`src/hw/rtl/ctt_pkg.sv`:
```
// ----------------------------------------------------------------------------
// ctt_pkg
// Shared widths, request codes and the cell control bundle for the counted
// tag table.
// ----------------------------------------------------------------------------
`default_nettype none

package ctt_pkg;

  // Payload field widths
  localparam int unsigned MODE_W  = 2;
  localparam int unsigned KIND_W  = 8;
  localparam int unsigned LEVEL_W = 8;
  localparam int unsigned EXTRA_W = 16;
  localparam int unsigned POS_W   = 6;
  localparam int unsigned USED_W  = 7;

  // Request codes (the unused code behaves as a find)
  localparam logic [MODE_W-1:0] MODE_FIND   = 2'd0;
  localparam logic [MODE_W-1:0] MODE_ADD    = 2'd1;
  localparam logic [MODE_W-1:0] MODE_REMOVE = 2'd2;

  typedef logic [KIND_W-1:0]  kind_t;
  typedef logic [LEVEL_W-1:0] level_t;
  typedef logic [EXTRA_W-1:0] extra_t;

  // Broadcast from the controller to every cell
  typedef struct packed {
    logic   capture;  // latch compare result for the incoming request
    kind_t  kind;     // request tags (compare or load)
    level_t level;
    logic   inc;      // add hit: selected cell counts up, saturating
    logic   dec;      // remove hit, nonzero: selected cell counts down
    logic   shift;    // remove hit, zero: cells at or above selection pull down
    logic   load;     // add miss: cell at load index takes the new tags
  } cell_ctrl_t;

endpackage : ctt_pkg

`default_nettype wire

```
`src/hw/rtl/ctt_cell.sv`:
```
// ----------------------------------------------------------------------------
// ctt_cell
// One table slot: holds kind, level and extra count, compares against the
// request, and joins the match chains that run through its neighbors.
// ----------------------------------------------------------------------------
`default_nettype none

module ctt_cell #(
  parameter int unsigned IDX_W    = 6,
  parameter int unsigned CNT_W    = 7,
  parameter int unsigned CELL_IDX = 0
) (
  input  wire                       clk,
  input  wire                       rst_n,
  input  wire ctt_pkg::cell_ctrl_t  ctrl,
  input  wire [IDX_W-1:0]           load_idx,
  input  wire [CNT_W-1:0]           used_count,
  // data of the neighbor above, used when shifting down
  input  wire ctt_pkg::kind_t       above_kind,
  input  wire ctt_pkg::level_t      above_level,
  input  wire ctt_pkg::extra_t      above_extra,
  output ctt_pkg::kind_t            kind,
  output ctt_pkg::level_t           level,
  output ctt_pkg::extra_t           extra,
  // downward chain: any hit above, zero flag of the topmost hit
  input  wire                       hit_above_i,
  input  wire                       zero_above_i,
  output logic                      hit_above_o,
  output logic                      zero_above_o,
  // upward chain: selected cell at or below
  input  wire                       sel_below_i,
  output logic                      sel_below_o,
  output logic                      sel_o
);
  import ctt_pkg::*;

  kind_t  kind_r;
  level_t level_r;
  extra_t extra_r;
  logic   hit_r;
  logic   zero_r;
  logic   valid_slot;
  logic   zone;

  // Only slots below the used count take part in matching
  assign valid_slot = (CNT_W'(CELL_IDX) < used_count);

  // Compare capture at request transfer
  always_ff @(posedge clk) begin
    if (!rst_n) begin
      hit_r  <= 1'b0;
      zero_r <= 1'b0;
    end else if (ctrl.capture) begin
      hit_r  <= valid_slot && (kind_r == ctrl.kind) && (level_r == ctrl.level);
      zero_r <= (extra_r == '0);
    end
  end

  // Chain links: topmost hit wins
  always_comb begin
    sel_o        = hit_r && !hit_above_i;
    hit_above_o  = hit_above_i || hit_r;
    zero_above_o = hit_above_i ? zero_above_i : (hit_r && zero_r);
    zone         = sel_below_i || sel_o;
    sel_below_o  = zone;
  end

  // Slot update
  always_ff @(posedge clk) begin
    if (ctrl.load && (load_idx == IDX_W'(CELL_IDX))) begin
      kind_r  <= ctrl.kind;
      level_r <= ctrl.level;
      extra_r <= '0;
    end else if (ctrl.inc && sel_o) begin
      if (extra_r != '1) begin
        extra_r <= extra_r + extra_t'(1);
      end
    end else if (ctrl.dec && sel_o) begin
      extra_r <= extra_r - extra_t'(1);
    end else if (ctrl.shift && zone) begin
      kind_r  <= above_kind;
      level_r <= above_level;
      extra_r <= above_extra;
    end
  end

  assign kind  = kind_r;
  assign level = level_r;
  assign extra = extra_r;

endmodule : ctt_cell

`default_nettype wire

```
`config.mk`:
```
export PLATFORM = sky130hd
export DESIGN_NAME = ctt_cell
export DESIGN_NICKNAME = d
export VERILOG_FILES = /design/src/hw/rtl/ctt_pkg.sv /design/src/hw/rtl/ctt_cell.sv
export SDC_FILE = /design/constraint.sdc
export NUM_CORES = 1
export LEC_CHECK = 0
export ABC_AREA = 1
export ABC_CLOCK_PERIOD_IN_PS = 6600
export BUFFER_PORTS_ARGS = -buffer_cell sky130_fd_sc_hd__buf_2
export CORE_MARGIN = 8
export CORE_UTILIZATION = 40
export CTS_BUF_LIST = sky130_fd_sc_hd__clkbuf_8
export DETAILED_ROUTE_END_ITERATION = 7
export PLACE_DENSITY = 0.76
export SETUP_SLACK_MARGIN = 0.3
export SLEW_MARGIN = 30
export SYNTH_ARGS = -nofsm -noshare
export SYNTH_HDL_FRONTEND = slang
export SYNTH_SLANG_ARGS = --single-unit
```
`constraint.sdc`:
```
create_clock -name clk -period 6.6 [get_ports clk]
set_input_delay 0.33 -clock clk [delete_from_list [all_inputs] [get_ports clk]]
set_output_delay 0.33 -clock clk [all_outputs]
set_load 0.01 [all_outputs]
```
======== Yosys cells after proc, flatten, opt, wreduce, memory -nomap -nowiden ========
Cells that the tools add are included.
storage, ports and cells
  bits in registers ....................... 34
  input port bits ......................... 71
cells by class
  add/subtract/negate cells ............... 2
  $lt $le $gt $ge ......................... 1
  eq/ne operators ......................... 6
  mux-type cells .......................... 13
  reductions and logical operators ........ 17
operators by type and width
  kind                                                                     count
  16-bit 2-to-1 mux                                                        4
  8-bit 2-to-1 mux                                                         8
  16-bit by 1-bit adder with 16-bit output, second input constant          1
  8-bit equality test                                                      2
  16-bit zero test                                                         1
  16-bit inequality test, second input constant                            1
  16-bit by 1-bit subtractor with 16-bit output, second input constant     1
  1-bit logical AND                                                        8
  1-bit by 7-bit < comparator with 1-bit output, first input constant      1
  6-bit zero test                                                          1
  2-bit inequality test, second input constant                             2
  3-bit AND reduction                                                      1
  3-bit nonzero test                                                       1
  1-bit logical OR                                                         2
  2-bit by 1-bit inequality test with 1-bit output, second input constant  1
  2-bit AND reduction                                                      1
  2-bit nonzero test                                                       1
  1-bit zero test                                                          1
  1-bit 2-to-1 mux                                                         1

======== Depth between registers and ports, before layout ========
  depth after elaboration ................. 8
  mapped depth ............................ 11
  gate-level depth less buffers ........... 11

======== Least setup slack after synthesis ========
OpenSTA, ideal clock, no wires.
  kind .................................... input-to-reg
  start point ............................. input hit_above_i
  end point ............................... register kind_r[0], in the netlist kind[0] (enable)
  setup time .............................. 0.414 ns
  arrival ................................. 1.967 ns
  data required time ...................... 6.186 ns
  path slack .............................. 4.219 ns
  cell stages on the path ................. 5
  path buffers ............................ 1
  cells stage by stage .................... inv_2 nand2_2 nor2_1 buf_2 o31ai_1
on the way
  cells in the longest elaborated chain, start to end .. 6
  elaborated cells on any way between the ends .. 10
  classes of those cells .................. 2 x eq/ne; 8 x reduce/logical
ends and longest elaborated chain
  what                             line            text
  start, declared                  ctt_cell.sv:26  input wire hit_above_i,
  1-bit zero test *                ctt_cell.sv:61  sel_o = hit_r && !hit_above_i;
  1-bit logical AND *              ctt_cell.sv:61
  1-bit logical OR                 ctt_cell.sv:64  zone = sel_below_i || sel_o;
  1-bit logical AND                ctt_cell.sv:80  end else if (ctrl.shift && zone) begin
  2-bit nonzero test (no line)     n/a
  3-bit AND reduction (no line) *  n/a
  end signal, assigned             ctt_cell.sv:71  kind_r <= ctrl.kind;
  end signal, assigned             ctt_cell.sv:81  kind_r <= above_kind;
  end, declared                    ctt_cell.sv:37  kind_t kind_r;
Mark *: on every way between the ends. The rest lies on a longest branch, timed or not.
A chain may end at the register's enable or synchronous reset.

======== Final worst setup path ========
  start point ............................. register hit_r
  end point ............................... register extra_r[7], in the netlist extra[7]
on the way
  cells in the longest elaborated chain, start to end .. 5
  elaborated cells on any way between the ends .. 10
  classes of those cells .................. 1 x eq/ne; 2 x mux; 7 x reduce/logical
ends and longest elaborated chain
  what                           line            text
  start, declared                ctt_cell.sv:40  logic hit_r;
  start signal, assigned         ctt_cell.sv:54  hit_r <= valid_slot && (kind_r == ctrl.kind) && (level_r == ctrl.level);
  1-bit logical AND *            ctt_cell.sv:61
  1-bit logical OR               ctt_cell.sv:64
  1-bit logical AND              ctt_cell.sv:80
  3-bit nonzero test (no line)   n/a
  2-bit AND reduction (no line)  n/a
  end signal, assigned           ctt_cell.sv:76  extra_r <= extra_r + extra_t'(1);
  end signal, assigned           ctt_cell.sv:79  extra_r <= extra_r - extra_t'(1);
  end signal, assigned           ctt_cell.sv:83  extra_r <= above_extra;
  end, declared                  ctt_cell.sv:39  extra_t extra_r;
Marks and branches as above.

==> impl_metrics.env <==
export IMPL_power_leakage_nw=1.81
export IMPL_synth_top_cell_area_share_pct=19.6
export IMPL_powerDensity_nw_per_um2=173
export IMPL_stdcell_count=663
export IMPL_synth_sequential_area_ratio_pct=30.0
export IMPL_path_clk_slew_ns=0.08
export IMPL_die_y_um=99.7
export IMPL_wire_per_inst_um=13.4
export IMPL_tns_ns=0
export IMPL_path_class="flop to flop"
export IMPL_cts_inserted_buffers=5
export IMPL_avgSynthCellArea_um2=6.01
export IMPL_min_period_ns=2.37
export IMPL_grt_max_degree=39
export IMPL_wl_um=8920
export IMPL_cts_resized=0
export IMPL_cap_viol_max_count=0
export IMPL_antennaDiodeCount=0
export IMPL_ir_worst_vdd_v=0.0000971
export IMPL_clk_latency_ns=0.29
export IMPL_nNetsFinal=639
export IMPL_grtUsageTotal_pct=17.7
export IMPL_drive_gt1_share_pct=24.2
export IMPL_reg2reg_setup_slack_ns=4.23
export IMPL_timing_fmax_mhz=423
export IMPL_cp_required_ns=6.79
export IMPL_synth_top_family_by_area="simple AND/OR/NAND/NOR gates"
export IMPL_crit_path_end_kind="flop"
export IMPL_yosys_top_cells_area="nand2_1, edfxtp_1, dfxtp_1, nor2_1, o21ai_0"
export IMPL_ys_flop_type="dfxtp_1"
export IMPL_dr_pass1_iters=5
export IMPL_dieArea_um2=9940
export IMPL_slew_headroom_pct=36.6
export IMPL_hp_class="input pin to flop"
export IMPL_gp_congestion=0.934
export IMPL_start_kind="flop"
export IMPL_syn_area_um2=2800
export IMPL_root_buffer="clkbuf_8"
export IMPL_muxShareOfSynthArea_pct=0
export IMPL_crit_arrival_ns=2.55
export IMPL_io_pin_count=107
export IMPL_regArea_um2=841
export IMPL_crit_fanout=11
export IMPL_grt_pass1_wl_um=14600
export IMPL_antenna_left=0
export IMPL_area_growth_pct=23.6
export IMPL_place_port_buffers=106
export IMPL_ys_warn_count=0
export IMPL_worstMarginPinSlew_ns=0.948
export IMPL_hold_viol=0
export IMPL_h_tree_depth=2
export IMPL_synthCells=466
export IMPL_hold_ws_ns=0.285
export IMPL_place_inst=655
export IMPL_cts_max_path_buffers=2
export IMPL_design_core_area_um2=6790
export IMPL_vias=3289
export IMPL_vias_per_cell=4.96
export IMPL_syn_nets=539
export IMPL_hold_buffers=0
export IMPL_outcome="complete, no violations"
export IMPL_synth_seq_cells=34
export IMPL_synth_xor_area_share_pct=2.19
export IMPL_die_w_um=99.7
export IMPL_synth_commonest_cells="nand2_1, nor2_1, inv_1"
export IMPL_yosys_area_share_simple_pct=40.4
export IMPL_grt_pass1_vias=3066
export IMPL_synth_most_common_cell="nand2_1"
export IMPL_fill_cells=723
export IMPL_grt_setup_unrepaired="no"
export IMPL_multiInputGateArea_um2=1660
export IMPL_synth_fa_ha_area_share_pct=0.893
export IMPL_slew_viol_final=0
export IMPL_finClkSkew_ns=0.00924
export IMPL_grt_antenna_before_repair=0
export IMPL_rows=30
export IMPL_yosysTopAreaCell="nand2_1"
export IMPL_async_reset_ff_share_pct=0
export IMPL_cts_sinks=34
export IMPL_gr_total_overflow=0
export IMPL_synth_cell_type_count=35
export IMPL_tritoncts="built"
export IMPL_setup_viol=0
export IMPL_synth_compound_area_share_pct=15.5
export IMPL_start_util_pct=41.3
export IMPL_drc=0
export IMPL_post_cts_setup_buffers=0
export IMPL_dp_hpwl_um=6950
export IMPL_timing_final_crit_share_pct=35.9
export IMPL_synth_edf_count=16
export IMPL_drtIter0Drc=162
-- critical path: stages, from the launching register on --
cell and delay, ns:
dfxtp_1 0.38, nand2_2 0.11, nor2_1 0.73, nor2_2 0.10, nand2_2 0.13, a21boi_2 0.52
nand3_1 0.15, nand2_1 0.11, inv_1 0.04
-- layer usage --
metal | GRT usage, % | wire, µm
met3 | 4.33 | 741
met5 | 0 | 0
met4 | 5.94 | 160
met2 | 29.1 | 4260
met1 | 21.8 | 3760
-- cell type report --
cell class                 count  share of cell area, %
timing repair buffer         108                   15.8
multi-input combinational    360                   47.9
sequential                    34                   24.3
clock buffer                   5                   1.99
clock inverter                 3                  0.397
tap                           96                   3.47
inverter                      57                   6.18
-- path summary, 6_finish.rpt --
| path | startpoint | endpoint | cells past startpoint |
|---|---|---|---|
| setup / recovery | hit_r | extra[7] | 8 |
| hold / removal | rst_n | hit_r | 3 |
| setup reg to reg | hit_r | extra[7] | 8 |
| hold reg to reg | zero_r | zero_r | 2 |
-- state kept, by name, indices dropped and copies added (netlist names) --
name	cells
zero_r	1
kind	8
level	8
extra	16
hit_r	1
-- cells in the final DEF (no fill, tap or decap), drive strengths merged, types with 5 or more instances in the layout --
cell type  synthesis  routed
nand3             31      31
o21ai             53      53
nor2              82      82
inv               57      58
edfxtp            16      16
buf               13     108
a21oi             17      17
dfxtp             18      18
xor2               6       6
clkbuf             2       5
nand2            151     151
-- report_power, final --
part	internal (W)	leakage, nW	switching, W
combinational	0.0000698	1.46	0.000102
clock	0.0000717	0.0491	0.0000800
sequential	0.000243	0.301	0.0000320
total	0.000384	1.81	0.000214
-- kinds of logic (layout without fill, tap and decap cells) --
| family | Yosys count | after routing |
|---|---|---|
| fa+ha+maj | 2 | 2 |
| flops | 34 | 34 |
| xor+xnor | 7 | 7 |
| buf+inv | 72 | 173 |
| compound gates | 79 | 79 |
| simple gates | 272 | 272 |
-- stage by stage --
| stage | power [W] | cell area [µm²] | worst slack, ns | utilization [%] |
|---|---|---|---|---|
| final | 0.000598 | 3460 | 4.23 | 51.0 |
| after global routing | 0.000635 | 3460 | 4.09 | 51.0 |
| after CTS | 0.000602 | 3460 | 4.31 | 51.0 |
| after detailed placement | 0.000450 | 3380 | 4.20 | 49.8 |
| after global placement | 0.000447 | 3380 | 4.27 | 49.8 |
| after floorplan | 0.000381 | 2800 | 4.22 | - |
Power figures use the tool's default switching activity.
